## src/rtl/cta_pkg.sv

```systemverilog
package cta_pkg;

  // Field widths of one time stamp.
  localparam int unsigned HourW  = 5;
  localparam int unsigned DayW   = 5;
  localparam int unsigned MonthW = 4;
  localparam int unsigned YearW  = 14;
  localparam int unsigned WdayW  = 3;
  localparam int unsigned OffW   = 6;

  // Calendar constants.
  localparam int unsigned HoursPerDay   = 24;
  localparam int unsigned MonthsPerYear = 12;
  localparam int unsigned DaysPerWeek   = 7;
  localparam int unsigned YearWrap      = 10000;
  localparam int unsigned MaxOffset     = 23;

  // Days in a month; any code outside 1..12 counts as a long month.
  function automatic logic [DayW-1:0] month_len(input logic [MonthW-1:0] month,
                                                input logic leap);
    logic [DayW-1:0] len;
    unique case (month) inside
      4'd4, 4'd6, 4'd9, 4'd11: len = 5'd30;
      4'd2:                    len = leap ? 5'd29 : 5'd28;
      default:                 len = 5'd31;
    endcase
    return len;
  endfunction

endpackage

```

## src/rtl/cta_utc_if.sv

```systemverilog
interface cta_utc_if
  import cta_pkg::*;
();
  logic              valid;
  logic              ready;
  logic [HourW-1:0]  utc_hour;
  logic [DayW-1:0]   utc_day;
  logic [MonthW-1:0] utc_month;
  logic [YearW-1:0]  utc_year;
  logic [WdayW-1:0]  utc_weekday;

  modport source (output valid, utc_hour, utc_day, utc_month, utc_year, utc_weekday,
                  input ready);
  modport sink   (input valid, utc_hour, utc_day, utc_month, utc_year, utc_weekday,
                  output ready);
endinterface

```

## src/rtl/cta_local_if.sv

```systemverilog
interface cta_local_if
  import cta_pkg::*;
();
  logic              valid;
  logic              ready;
  logic [HourW-1:0]  local_hour;
  logic [DayW-1:0]   local_day;
  logic [MonthW-1:0] local_month;
  logic [YearW-1:0]  local_year;
  logic [WdayW-1:0]  local_weekday;

  modport source (output valid, local_hour, local_day, local_month, local_year,
                  local_weekday, input ready);
  modport sink   (input valid, local_hour, local_day, local_month, local_year,
                  local_weekday, output ready);
endinterface

```

## src/rtl/calendar_timezone_adjust.sv

```systemverilog
// Shifts a UTC time stamp by a signed whole-hour offset (written through cfg_we_i and
// cfg_wdata_i, saturated to -23..23) and returns the local time stamp, stepping the
// date by at most one day with Gregorian month lengths and year wrap at 10000. The
// block is a three-stage pipeline: it accepts one word per cycle while the output
// side does not stall, and each word is registered in stages A, B and C. A stall at the
// output holds all three stages, so utc_i.ready follows local_o.ready whenever the
// output stage is full. An offset of zero passes every field through unchanged.
module calendar_timezone_adjust
  import cta_pkg::*;
(
  input  logic                  clk_i,
  input  logic                  rst_ni,
  input  logic                  cfg_we_i,
  input  logic signed [OffW-1:0] cfg_wdata_i,
  cta_utc_if.sink               utc_i,
  cta_local_if.source           local_o
);

  // Reciprocal of 25 scaled by 2^19; exact quotient for every 14-bit year.
  localparam int unsigned RecipShift = 19;
  localparam int unsigned ProdW      = YearW + 15;
  localparam int unsigned QuotW      = ProdW - RecipShift;
  localparam logic [ProdW-1:0] Recip25 = ProdW'(20972);

  typedef struct packed {
    logic               off_nz;
    logic signed [6:0]  adj;
    logic [HourW-1:0]   hour;
    logic [DayW-1:0]    day;
    logic [MonthW-1:0]  month;
    logic [YearW-1:0]   year;
    logic [YearW-1:0]   year_m;
    logic [WdayW-1:0]   wday;
    logic [QuotW-1:0]   quot25;
  } stage_a_t;

  typedef struct packed {
    logic               back;
    logic               fwd;
    logic               borrow;
    logic               carry;
    logic [HourW-1:0]   hour;
    logic [DayW-1:0]    day;
    logic [MonthW-1:0]  month;
    logic [MonthW-1:0]  month_prev;
    logic [DayW-1:0]    len_prev;
    logic [YearW-1:0]   year;
    logic [YearW-1:0]   year_dec;
    logic [YearW-1:0]   year_inc;
    logic [WdayW-1:0]   wday;
  } stage_b_t;

  typedef struct packed {
    logic [HourW-1:0]   hour;
    logic [DayW-1:0]    day;
    logic [MonthW-1:0]  month;
    logic [YearW-1:0]   year;
    logic [WdayW-1:0]   wday;
  } stage_c_t;

  logic signed [OffW-1:0] offset_q;
  logic                   a_valid_q, b_valid_q, c_valid_q;
  stage_a_t               a_d, a_q;
  stage_b_t               b_d, b_q;
  stage_c_t               c_d, c_q;
  logic                   adv;

  // The whole pipeline moves when the output stage is empty or being drained.
  assign adv         = !c_valid_q || local_o.ready;
  assign utc_i.ready = adv;

  // Offset register.
  always_ff @(posedge clk_i or negedge rst_ni) begin
    if (!rst_ni) begin
      offset_q <= '0;
    end else if (cfg_we_i) begin
      offset_q <= cfg_wdata_i;
    end
  end

  // Stage A: saturate offset, clamp hour, add, and start the year divide by 25.
  always_comb begin
    logic signed [OffW-1:0] off_sat;
    logic [HourW-1:0]       hour_c;
    logic [ProdW-1:0]       prod;
    if (offset_q > $signed(OffW'(MaxOffset))) begin
      off_sat = $signed(OffW'(MaxOffset));
    end else if (offset_q < -$signed(OffW'(MaxOffset))) begin
      off_sat = -$signed(OffW'(MaxOffset));
    end else begin
      off_sat = offset_q;
    end
    hour_c = (utc_i.utc_hour > HourW'(HoursPerDay - 1)) ? HourW'(HoursPerDay - 1)
                                                         : utc_i.utc_hour;
    prod   = ProdW'(utc_i.utc_year) * Recip25;

    a_d.off_nz = (offset_q != '0);
    a_d.adj    = $signed({2'b00, hour_c}) + $signed({off_sat[OffW-1], off_sat});
    a_d.hour   = utc_i.utc_hour;
    a_d.day    = utc_i.utc_day;
    a_d.month  = utc_i.utc_month;
    a_d.year   = utc_i.utc_year;
    a_d.year_m = (utc_i.utc_year >= YearW'(YearWrap)) ? utc_i.utc_year - YearW'(YearWrap)
                                                      : utc_i.utc_year;
    a_d.wday   = utc_i.utc_weekday;
    a_d.quot25 = prod[ProdW-1:RecipShift];
  end

  // Stage B: leap test, step direction, wrapped hour, month lengths and year neighbors.
  always_comb begin
    logic [YearW-1:0] times25;
    logic             div25;
    logic             leap;
    logic [DayW-1:0]  len_cur;
    times25 = {a_q.quot25, 4'b0000} + {1'b0, a_q.quot25, 3'b000} + {4'b0000, a_q.quot25};
    div25   = (times25 == a_q.year);
    leap    = (a_q.year[1:0] == 2'b00) && (!div25 || (a_q.year[3:0] == 4'b0000));
    len_cur = month_len(a_q.month, leap);

    b_d.back   = a_q.off_nz && a_q.adj[6];
    b_d.fwd    = a_q.off_nz && !a_q.adj[6] && (a_q.adj >= 7'sd24);
    b_d.borrow = (a_q.day <= DayW'(1));
    b_d.carry  = ({1'b0, a_q.day} + 6'd1) > {1'b0, len_cur};
    if (!a_q.off_nz) begin
      b_d.hour = a_q.hour;
    end else if (a_q.adj[6]) begin
      b_d.hour = HourW'(a_q.adj + 7'sd24);
    end else if (a_q.adj >= 7'sd24) begin
      b_d.hour = HourW'(a_q.adj - 7'sd24);
    end else begin
      b_d.hour = a_q.adj[HourW-1:0];
    end
    b_d.month_prev = (a_q.month <= MonthW'(1)) ? MonthW'(MonthsPerYear)
                                               : a_q.month - MonthW'(1);
    b_d.len_prev   = month_len(b_d.month_prev, leap);
    b_d.day        = a_q.day;
    b_d.month      = a_q.month;
    b_d.year       = a_q.year;
    b_d.year_dec   = (a_q.year_m == '0) ? YearW'(YearWrap - 1) : a_q.year_m - YearW'(1);
    b_d.year_inc   = (a_q.year_m == YearW'(YearWrap - 1)) ? '0 : a_q.year_m + YearW'(1);
    b_d.wday       = a_q.wday;
  end

  // Stage C: pick the stepped date.
  always_comb begin
    c_d.hour  = b_q.hour;
    c_d.day   = b_q.day;
    c_d.month = b_q.month;
    c_d.year  = b_q.year;
    c_d.wday  = b_q.wday;
    if (b_q.back) begin
      if (b_q.borrow) begin
        c_d.month = b_q.month_prev;
        c_d.day   = b_q.len_prev;
        if (b_q.month <= MonthW'(1)) begin
          c_d.year = b_q.year_dec;
        end
      end else begin
        c_d.day = b_q.day - DayW'(1);
      end
      c_d.wday = (b_q.wday == '0) ? WdayW'(DaysPerWeek - 1) : b_q.wday - WdayW'(1);
    end else if (b_q.fwd) begin
      if (b_q.carry) begin
        c_d.day = DayW'(1);
        if (b_q.month >= MonthW'(MonthsPerYear)) begin
          c_d.month = MonthW'(1);
          c_d.year  = b_q.year_inc;
        end else begin
          c_d.month = b_q.month + MonthW'(1);
        end
      end else begin
        c_d.day = b_q.day + DayW'(1);
      end
      if (b_q.wday == WdayW'(DaysPerWeek - 1)) begin
        c_d.wday = '0;
      end else if (b_q.wday == WdayW'(DaysPerWeek)) begin
        c_d.wday = WdayW'(1);
      end else begin
        c_d.wday = b_q.wday + WdayW'(1);
      end
    end
  end

  // Valid bits travel with the data.
  always_ff @(posedge clk_i or negedge rst_ni) begin
    if (!rst_ni) begin
      a_valid_q <= 1'b0;
      b_valid_q <= 1'b0;
      c_valid_q <= 1'b0;
    end else if (adv) begin
      a_valid_q <= utc_i.valid;
      b_valid_q <= a_valid_q;
      c_valid_q <= b_valid_q;
    end
  end

  // Payload registers.
  always_ff @(posedge clk_i) begin
    if (adv) begin
      a_q <= a_d;
      b_q <= b_d;
      c_q <= c_d;
    end
  end

  assign local_o.valid         = c_valid_q;
  assign local_o.local_hour    = c_q.hour;
  assign local_o.local_day     = c_q.day;
  assign local_o.local_month   = c_q.month;
  assign local_o.local_year    = c_q.year;
  assign local_o.local_weekday = c_q.wday;

endmodule

```

## src/flat_wrapper.sv

```systemverilog
// flat-port wrapper written by rule: the top's interface ports become plain ports
module calendar_timezone_adjust_flat import cta_pkg::*;
  (clk_i, rst_ni, cfg_we_i, cfg_wdata_i, utc_i_valid, utc_i_utc_hour, utc_i_utc_day, utc_i_utc_month, utc_i_utc_year, utc_i_utc_weekday, utc_i_ready, local_o_valid, local_o_local_hour, local_o_local_day, local_o_local_month, local_o_local_year, local_o_local_weekday, local_o_ready);
  cta_utc_if utc_i_i ();
  cta_local_if local_o_i ();
  input  logic clk_i;
  input  logic rst_ni;
  input  logic cfg_we_i;
  input  logic signed [OffW-1:0] cfg_wdata_i;
  input wire logic [$bits(utc_i_i.valid)-1:0] utc_i_valid;
  input wire logic [$bits(utc_i_i.utc_hour)-1:0] utc_i_utc_hour;
  input wire logic [$bits(utc_i_i.utc_day)-1:0] utc_i_utc_day;
  input wire logic [$bits(utc_i_i.utc_month)-1:0] utc_i_utc_month;
  input wire logic [$bits(utc_i_i.utc_year)-1:0] utc_i_utc_year;
  input wire logic [$bits(utc_i_i.utc_weekday)-1:0] utc_i_utc_weekday;
  output wire logic [$bits(utc_i_i.ready)-1:0] utc_i_ready;
  output wire logic [$bits(local_o_i.valid)-1:0] local_o_valid;
  output wire logic [$bits(local_o_i.local_hour)-1:0] local_o_local_hour;
  output wire logic [$bits(local_o_i.local_day)-1:0] local_o_local_day;
  output wire logic [$bits(local_o_i.local_month)-1:0] local_o_local_month;
  output wire logic [$bits(local_o_i.local_year)-1:0] local_o_local_year;
  output wire logic [$bits(local_o_i.local_weekday)-1:0] local_o_local_weekday;
  input wire logic [$bits(local_o_i.ready)-1:0] local_o_ready;
  assign utc_i_i.valid = utc_i_valid;
  assign utc_i_i.utc_hour = utc_i_utc_hour;
  assign utc_i_i.utc_day = utc_i_utc_day;
  assign utc_i_i.utc_month = utc_i_utc_month;
  assign utc_i_i.utc_year = utc_i_utc_year;
  assign utc_i_i.utc_weekday = utc_i_utc_weekday;
  assign utc_i_ready = utc_i_i.ready;
  assign local_o_valid = local_o_i.valid;
  assign local_o_local_hour = local_o_i.local_hour;
  assign local_o_local_day = local_o_i.local_day;
  assign local_o_local_month = local_o_i.local_month;
  assign local_o_local_year = local_o_i.local_year;
  assign local_o_local_weekday = local_o_i.local_weekday;
  assign local_o_i.ready = local_o_ready;
  calendar_timezone_adjust u_core (.clk_i(clk_i), .rst_ni(rst_ni), .cfg_we_i(cfg_we_i), .cfg_wdata_i(cfg_wdata_i), .utc_i(utc_i_i), .local_o(local_o_i));
endmodule
```

## config.mk

```make
export PLATFORM = sky130hd
export DESIGN_NAME = calendar_timezone_adjust_flat
export DESIGN_NICKNAME = d
export VERILOG_FILES = /design/src/rtl/cta_pkg.sv /design/src/rtl/cta_utc_if.sv /design/src/rtl/cta_local_if.sv /design/src/rtl/calendar_timezone_adjust.sv /design/src/flat_wrapper.sv
export SDC_FILE = /design/constraint.sdc
export NUM_CORES = 1
export LEC_CHECK = 0
export BUFFER_PORTS_ARGS = -buffer_cell sky130_fd_sc_hd__buf_4
export CAP_MARGIN = 20
export CORE_UTILIZATION = 55
export CTS_CLUSTER_DIAMETER = 150
export DETAILED_ROUTE_END_ITERATION = 10
export GPL_ROUTABILITY_DRIVEN = 0
export PLACE_DENSITY = 0.82
export SETUP_SLACK_MARGIN = 0.3
export SYNTH_ARGS = -nofsm -noshare
export SYNTH_HDL_FRONTEND = slang
export SYNTH_SLANG_ARGS = --single-unit
```

## constraint.sdc

```tcl
create_clock -name clk_i -period 7.4 [get_ports clk_i]
set_input_delay 1.11 -clock clk_i [delete_from_list [all_inputs] [get_ports clk_i]]
set_output_delay 1.11 -clock clk_i [all_outputs]
set_load 0.02 [all_outputs]
```

# ---- Yosys cells after proc, flatten, opt, wreduce, memory -nomap -nowiden
# Index checks and enable logic that the tools add are counted.
dict set report classes {
  n_lt_le_gt_ge 10
  eq_ne 14
  n_reduce_logical 16
  mux 23
  mul 1
  addsub 15
}
# cell count
set op_table {}
lappend op_table {{$mux W26} 2}
lappend op_table {{$mux W14} 3}
lappend op_table {{$mux W18} 2}
lappend op_table {{$mux W5} 6}
lappend op_table {{$mul A14 B13 Y27 const B} 1}
lappend op_table {{$pmux W5 S2} 2}
lappend op_table {{$eq A4 B3 Y1 const B} 4}
lappend op_table {{$eq A4 B4 Y1 const B} 4}
lappend op_table {{$add A14 B1 Y14 const B} 1}
lappend op_table {{$add A14 B10 Y14} 1}
lappend op_table {{$add A14 B13 Y14} 1}
lappend op_table {{$eq A14 B14 Y1} 1}
lappend op_table {{$eq A14 B14 Y1 const B} 1}
lappend op_table {{$ge A14 B14 Y1 const B} 1}
lappend op_table {{$logic_not A14 Y1} 1}
lappend op_table {{$sub A14 B1 Y14 const B} 1}
lappend op_table {{$sub A14 B14 Y14 const B} 1}
lappend op_table {{$mux W6} 2}
lappend op_table {{$mux W3} 3}
lappend op_table {{$eq A4 B2 Y1 const B} 2}
lappend op_table {{$le A4 B1 Y1 const B} 2}
lappend op_table {{$mux W4} 2}
lappend op_table {{$reduce_or A4 Y1} 2}
lappend op_table {{$add A6 B6 Y7} 1}
lappend op_table {{25 further kinds} 32}
dict set report totals {
  in_bits 42
  reg_bits 175
}

# ---- Logic depth before layout (Yosys ltp)
# Gate-level depths: netlist of run 1.
dict set report logic_depth {
  ltp_word 9
  mapped_depth 18
  ltp_nobuf 18
}

# ---- Least setup slack after synthesis of run 1
# No wires, ideal clock.
dict set report synth_timing {
  kind {input to output}
  start {input port local_o_ready}
  end {output port utc_i_ready}
  t_required_ns 6.290
  setup_slack_ns 1.150
  path_stages 1
  arrival_ns 5.140
  path_cell_list {nand2b_1}
}
dict set report synth_between {
  elab_chain_cells 1
}
# element line
set synth_rtl {}
lappend synth_rtl {{start: declaration} flat_wrapper.sv:23} ;# input wire logic [$bits(local_o_i.ready)-1:0] local_o_ready;
lappend synth_rtl {{$logic_or A1 B1 Y1} calendar_timezone_adjust.sv:69} ;# assign adv = !c_valid_q || local_o.ready;
lappend synth_rtl {{end: declaration} flat_wrapper.sv:16} ;# output wire logic [$bits(utc_i_i.ready)-1:0] utc_i_ready;
# No other way between the ends.

==> results of run 1 <==
==> stage by stage <==
| stage | instance area, µm² | setup WS [ps] | hold WS [ps] | total power [mW] |
|---|---|---|---|---|
| 2_1_floorplan | 12170 | 1150 | 400.3 | 3.592 |
| 3_3_place_gp | 13020 | 1769 | 401.6 | 4.128 |
| 3_5_place_dp | 13020 | 1652 | 404.5 | 4.247 |
| 4_1_cts | 13600 | 2119 | 417.2 | 5.127 |
| 5_1_grt | 13600 | 1858 | 431.7 | 5.545 |
| 6_report | 13600 | 2097 | 416.0 | 5.122 |
==> where the power goes <==
| part | switching [mW] | internal (mW) |
|---|---|---|
| logic | 1.55 | 1.15 |
| registers | 0.175 | 1.39 |
| clock network | 0.353 | 0.499 |
| total | 2.08 | 3.04 |
==> final timing paths <==
path	start	cells past startpoint	slack, ps	end
max reg2reg	u_core.a_q[1]	15	3490	u_core.b_q[68]
min	u_core.a_q[12]	0	420	u_core.b_q[2]
max	utc_i_utc_year[8]	17	2100	u_core.a_q[9]
min reg2reg	u_core.a_q[12]	0	420	u_core.b_q[2]
min in group asynchronous	rst_ni	1	480	u_core.offset_q[2]
max in group asynchronous	rst_ni	1	6790	u_core.a_valid_q
==> flip-flops by register name, indices dropped and copies added (netlist names) <==
name and cells:
u_core.b_q 69, u_core.a_q 59, u_core.local_o.local_year 14, u_core.offset_q 6
u_core.local_o.local_day 5, u_core.local_o.local_hour 5, u_core.local_o.local_month 4, u_core.local_o.local_weekday 3
u_core.a_valid_q 1, u_core.b_valid_q 1, u_core.local_o.valid 1
==> cells by family after synthesis <==
family                   after synthesis
adder cells (fa/ha/maj)              223
buffers and inverters                211
XOR/XNOR                              66
flip-flops                           168
multiplexers                          14
AND/OR/NAND/NOR                      282
AO/OA/AOI/OAI                        146
==> worst max-delay path, stage by stage <==
cell	delay, ps
buf_4	170
ha_1	310
inv_1	60
fa_1	500
inv_1	50
fa_1	490
inv_1	50
fa_1	470
fa_1	560
inv_1	50
ha_1	350
a21oi_1	250
o21ai_0	150
a221oi_2	290
a31oi_1	190
a221oi_1	350
xnor2_1	100
==> final cells by class <==
class                           count  area [µm²]  area share [%]
Timing Repair Buffer               77       578.1           4.250
Tap cell                          280       350.3           2.576
Multi-Input combinational cell    731        6386           46.95
Inverter                          188       705.7           5.188
Clock inverter                      7       53.80          0.3955
Sequential cell                   168        5000           36.76
Clock buffer                       25       528.0           3.882
==> cells in the final DEF (no fill, tap or decap), types with 3 or more instances in the layout <==
cell | Yosys | routed
a211oi_1 | 7 | 7
a221oi_1 | 5 | 5
clkbuf_1 | 21 | 3
o211ai_1 | 6 | 6
o21a_1 | 3 | 3
inv_4 | 0 | 3
nor2_1 | 52 | 52
inv_1 | 187 | 187
nand2b_1 | 11 | 10
xnor2_1 | 47 | 47
mux2_2 | 9 | 9
or3_1 | 6 | 6
nand3_1 | 21 | 21
and2_1 | 3 | 3
a311oi_1 | 4 | 4
clkbuf_16 | 0 | 19
fa_1 | 71 | 71
xor2_1 | 18 | 18
a31oi_1 | 20 | 20
a21o_1 | 8 | 8
ha_1 | 152 | 152
nor2b_1 | 11 | 11
and3_1 | 20 | 20
clkbuf_8 | 0 | 3
a21oi_1 | 40 | 40
edfxtp_1 | 159 | 159
o22ai_1 | 3 | 3
nor3_2 | 3 | 3
dfrtp_1 | 9 | 9
nor3b_1 | 4 | 4
mux2i_1 | 5 | 5
o21ai_0 | 29 | 29
nor3_1 | 17 | 17
nand2_1 | 102 | 102
o21bai_1 | 5 | 5
nor4b_1 | 3 | 3
nand4_1 | 10 | 10
clkinv_4 | 0 | 4
buf_4 | 0 | 77
==> metal layers <==
| metal | track usage (%) | routed length [µm] |
|---|---|---|
| met5 | 0 | 0 |
| met4 | 12.00 | 994 |
| met3 | 4.458 | 1133 |
| met2 | 39.75 | 12270 |
| met1 | 27.48 | 9862 |
==> results by group, run 1 <==
Job
  • MaxCap Viol Count: 0

Timing
  • Relative max-transition margin: 48.97%
  • Final count of pins violating max slew: 0
  • Setup repair after global routing missed its margin: no
  • Setup tns final: 0 ps
  • Max Freq: about 190 MHz
  • Tightest Pin Transition: 764.9 ps
  • Count of endpoints failing setup in the final report: 0
  • Final clock period utilization by the worst path: 71.66%
  • Largest clock skew in the final design: 10.44 ps
  • Final hold violation count: 0
  • Minimum period implied by the final worst setup slack: 5303 ps

Clocking
  • Latest clock arrival within the worst-skew pair: 440 ps
  • TritonCTS Sinks: approximately 170
  • TritonCTS clock tree: built
  • Maximum root-to-sink buffer count: 2
  • Buffers inserted by post-CTS timing repair: 0
  • Clk root buf: clkbuf_16
  • H-tree depth: 4
  • Inserted Clock Buffers: 17
  • Number of hold buffers added after cts: 0
  • Clock transition time at the flip-flop clock pins of the worst setup and hold paths: roughly 60 ps
  • CTS-repair resized insts: 0

Global route
  • Total Routing Usage GR: 23.11%
  • Via count of the first global-routing pass: 8297
  • Initial antenna violation count: 0
  • Largest net degree at the start of global routing: 58
  • Wire length of the first global-routing pass: between 30 and 40 mm
  • Aggregate global routing overflow: 0

Critical path
  • Data arrival time of the worst path: 5490 ps
  • Worst-path maximum fanout: 10
  • Type of the setup path with the least slack: input port to flop
  • Type of element launching the critical path: input port
  • Required time of the critical path: 7580 ps
  • Category of the worst setup path capture point: flop

Synth
  • #FFs+latches synth: 168
  • Area share of the largest cell type after synthesis: between 30% and 40%
  • Area share of xor/xnor cells in the synthesized design: 4.862%
  • Most numerous cell types in the synthesized netlist: inv_1 (187), edfxtp_1 (159), ha_1 (152)
  • Cells after Synth: 1110
  • Mean post-synth cell area: 10.97 µm²
  • Most used DFF post-synth: edfxtp_1
  • Mux contribution to synthesized area: 1.244%
  • Most repeated cell in the gate-level netlist after synthesis: inv_1
  • Portion of the post-synthesis area used by sequential elements: between 40% and 50%
  • Synth Cell Area: 12170 µm²
  • Largest family of logic cells by synthesized area: adder cells
  • Largest area contributor in the netlist: edfxtp_1
  • Count of unique library cells instantiated by Yosys: 63
  • Leading post-synthesis cells by cell area: edfxtp_1 (39%), ha_1 (16%), fa_1 (12%)
  • Post-Synthesis Net Count: between 1000 and 1500
  • Fraction of registers with async set or reset after synthesis: 5.357%
  • Simple-gate portion of the synthesized area: between 10% and 20%
  • Compound-Gate Fraction of Synth Area: 7.565%
  • Synth warnings: 0
  • Adder-cell area share of the yosys netlist: 27.30%
  • Number of flops mapped to enable cells by yosys: 159

Floorplanning
  • Initial Util: 55.95%
  • Die X-Extent: 150.8 µm
  • Placeable Area: 21760 µm²
  • Floorplan row count: 54
  • IO Pins: 75
  • Full die area: between 20000 and 25000 µm²
  • DIE HEIGHT: 150.8 µm

Route
  • Average wire length per cell after detail routing: 16.43 µm
  • Remaining antenna violation count: 0
  • Post-Route WL: 24.26 mm
  • Via density per instance: ~5.5
  • Via total after detailed routing: 8126
  • Count of unresolved DRC violations after routing: 0
  • Iteration-0 DRC Markers: 507
  • Number of optimization iterations in the first detailed-route pass: 7

Place
  • IO Port Bufs: 74
  • Number of placed cells counting well taps: 1444
  • Sum of net half-perimeters after detailed placement: 19.11 mm

Worst hold path
  • Hold/Removal Path Class: flop to flop

Final layout
  • Layout Utilization: 62.52%
  • Layout cell share with drive strength beyond 1: around 11%
  • Area growth syn-to-layout: 11.74%
  • Number of filler cells placed in the layout: 1694
  • Net count, final: 1448
  • Antenna Diode Count: 0
  • Non-filler cells, final: approximately 1500

Power
  • Power Density: about 380 nW/µm²
  • Leakage power summed over all cells: 6.138 nW
  • Maximum ir drop on the vdd rail: 0.2184 mV

Outcome
  • Result of the run: finished clean
No activity file was read; power rests on OpenSTA's default activity.
==> inputs of run 2 (changes only) <==
--- a/config.mk
+++ b/config.mk
@@ -5,6 +5,7 @@
 export SDC_FILE = /design/constraint.sdc
 export NUM_CORES = 1
 export LEC_CHECK = 0
+export ABC_AREA = 1
 export BUFFER_PORTS_ARGS = -buffer_cell sky130_fd_sc_hd__buf_4
 export CAP_MARGIN = 20
 export CORE_UTILIZATION = 55
==> constraint.sdc (replaced) <==
create_clock -name clk_i -period 5.4 [get_ports clk_i]
set_input_delay 0.81 -clock clk_i [delete_from_list [all_inputs] [get_ports clk_i]]
set_output_delay 0.81 -clock clk_i [all_outputs]
set_load 0.02 [all_outputs]
==> run 2 against run 1 <==
Compared with the run above: via count increased by 12%; largest power group unchanged; sequential cell count unchanged; global-route usage increased by 0.22 points; largest cell class unchanged.
==> results by group, run 2 <==
Outcome
  • Result of the run: finished clean

Route
  • Average wire length per cell after detail routing: around 15 µm
  • Via total after detailed routing: 9114
  • Post-Route WL: 26.04 mm
  • Iteration-0 DRC Markers: 533
  • Remaining antenna violation count: 0
  • Number of optimization iterations in the first detailed-route pass: 6
  • Via density per instance: 5.390
  • Count of unresolved DRC violations after routing: 0

Timing
  • Final hold violation count: 0
  • Relative max-transition margin: around 30%
  • Max Freq: about 220 MHz
  • Final count of pins violating max slew: 0
  • Final clock period utilization by the worst path: 84.51%
  • Setup repair after global routing missed its margin: no
  • Count of endpoints failing setup in the final report: 0
  • Tightest Pin Transition: between 1000 and 1500 ps
  • Largest clock skew in the final design: 10.13 ps
  • Minimum period implied by the final worst setup slack: 4564 ps
  • Setup tns final: 0 ps

Worst hold path
  • Hold/Removal Path Class: input port to async pin

Synth
  • Cells after Synth: between 1000 and 1500
  • Leading post-synthesis cells by cell area: edfxtp_1 (38%), ha_1 (15%), fa_1 (11%)
  • Synth warnings: 0
  • Count of unique library cells instantiated by Yosys: 50
  • Mean post-synth cell area: 9.631 µm²
  • Fraction of registers with async set or reset after synthesis: 5.357%
  • Area share of the largest cell type after synthesis: between 30% and 40%
  • Largest area contributor in the netlist: edfxtp_1
  • Post-Synthesis Net Count: 1582
  • Most used DFF post-synth: edfxtp_1
  • #FFs+latches synth: 168
  • Number of flops mapped to enable cells by yosys: 159
  • Most numerous cell types in the synthesized netlist: inv_1 (284), nand2_1 (176), edfxtp_1 (159)
  • Portion of the post-synthesis area used by sequential elements: between 30% and 40%
  • Most repeated cell in the gate-level netlist after synthesis: inv_1
  • Synth Cell Area: 12680 µm²

Critical path
  • Category of the worst setup path capture point: flop
  • Data arrival time of the worst path: 4740 ps
  • Type of the setup path with the least slack: input port to flop
  • Required time of the critical path: between 5000 and 6000 ps
  • Type of element launching the critical path: input port
  • Worst-path maximum fanout: 9

Global route
  • Initial antenna violation count: 0
  • Total Routing Usage GR: a little under a quarter
  • Via count of the first global-routing pass: 9379
  • Largest net degree at the start of global routing: 101
  • Aggregate global routing overflow: 0
  • Wire length of the first global-routing pass: roughly 43 mm

Power
  • Power Density: 526.2 nW/µm²
  • Leakage power summed over all cells: 6.866 nW
  • Maximum ir drop on the vdd rail: 0.2418 mV

Clocking
  • CTS-repair resized insts: 0
  • Inserted Clock Buffers: 17
  • TritonCTS clock tree: built
  • TritonCTS Sinks: 168
  • Number of hold buffers added after cts: 0
  • Clock transition time at the flip-flop clock pins of the worst setup and hold paths: 70 ps
  • Latest clock arrival within the worst-skew pair: 440 ps
  • Buffers inserted by post-CTS timing repair: 0
  • Clk root buf: clkbuf_16
  • H-tree depth: 4
  • Maximum root-to-sink buffer count: 2

Floorplanning
  • Placeable Area: roughly 23000 µm²
  • IO Pins: 75
  • Floorplan row count: 55
  • DIE HEIGHT: 153.9 µm
  • Initial Util: 56.02%
  • Die X-Extent: 153.9 µm
  • Full die area: 23670 µm²

Final layout
  • Top register by number of flip-flops: u_core.b_q
  • Area growth syn-to-layout: 11.02%
  • Antenna Diode Count: 0
  • Net count, final: 1658
  • Non-filler cells, final: 1691
  • Number of filler cells placed in the layout: between 1500 and 2000
  • Layout cell share with drive strength beyond 1: 9.104%
  • Number of flip-flops under the largest register name: about 70
  • Leading cell types in the layout, fill and taps excluded: inv_1 (284), nand2_1 (175), edfxtp_1 (159)
  • Area taken by multi-input logic gates: 6526 µm²
  • Commonest non-fill, non-tap cell in the layout: inv_1
  • Area taken by flip-flops and latches: 5000 µm²
  • Layout Utilization: 62.19%

Job
  • MaxCap Viol Count: 0

Place
  • IO Port Bufs: 74
  • Number of placed cells counting well taps: 1659
  • Sum of net half-perimeters after detailed placement: 20.57 mm
run 2: cell families after synthesis:
group | count (synthesis) | synth area share [%]
flip-flops | 168 | 39.42
AO/OA/AOI/OAI | 206 | 8.977
XOR/XNOR | 48 | 3.315
multiplexers | 2 | 0.1776
AND/OR/NAND/NOR | 365 | 12.66
adder cells (fa/ha/maj) | 223 | 26.20
buffers and inverters | 305 | 9.253
run 2: path summary, 6_finish.rpt:
path                              startpoint            endpoint  slack [ps]  depth (start not counted)
min in group clk_i            u_core.a_q[11]       u_core.b_q[1]         420                          0
hold reg to reg               u_core.a_q[11]       u_core.b_q[1]         420                          0
hold / removal                        rst_ni    u_core.a_valid_q         190                          1
max in group asynchronous             rst_ni  u_core.offset_q[0]        5080                          1
setup reg to reg               u_core.a_q[1]      u_core.b_q[68]        1860                         18
setup / recovery           utc_i_utc_year[9]       u_core.a_q[0]         840                         17
run 2: area by class of cell:
type | instances | area share [%]
multi-input cells | 844 | 46.35
well taps | 285 | 2.532
inverters | 287 | 7.651
repair buffers | 75 | 3.999
flip-flops and latches | 168 | 35.51
clock buffers | 17 | 3.021
clock inverters | 15 | 0.9419
run 2: per-layer routing:
layer	share of wire, %	wire length (µm)	up-vias	global-route usage (%)
li1	-	-	4467	-
met1	41	10600	4269	28.01
met2	50	13020	305	41.17
met3	6.0	1574	73	4.030
met4	3.3	848	0	10.24
met5	0	0	-	0
run 2: through the flow:
step	area [µm²]	setup slack (ps)	total power, mW	hold slack [ps]
6_report	14080	836.3	7.409	186.0
5_1_grt	14080	659.3	8.068	168.7
4_1_cts	14080	872.4	7.369	171.4
3_5_place_dp	13520	421.2	6.173	405.4
3_3_place_gp	13520	479.9	5.983	400.8
2_1_floorplan	12690	853.7	5.175	400.3
run 2: report_power, final:
group	leakage, nW	internal [mW]	total [mW]	switching [mW]
Clock	0.267	0.608	1.16	0.549
Combinational	4.88	1.53	4.10	2.57
Sequential	1.72	1.92	2.15	0.228
Total	6.87	4.06	7.41	3.35
run 2: worst max-delay path, stage by stage:
cell and delay (ps):
buf_4 160, ha_1 320, inv_1 70, fa_1 510, inv_1 50, fa_1 500, inv_1 50, fa_1 470
inv_1 50, fa_1 470, ha_1 370, a21oi_1 210, inv_1 70, a31oi_1 200, o21bai_1 120, a21o_1 180
xor2_1 130
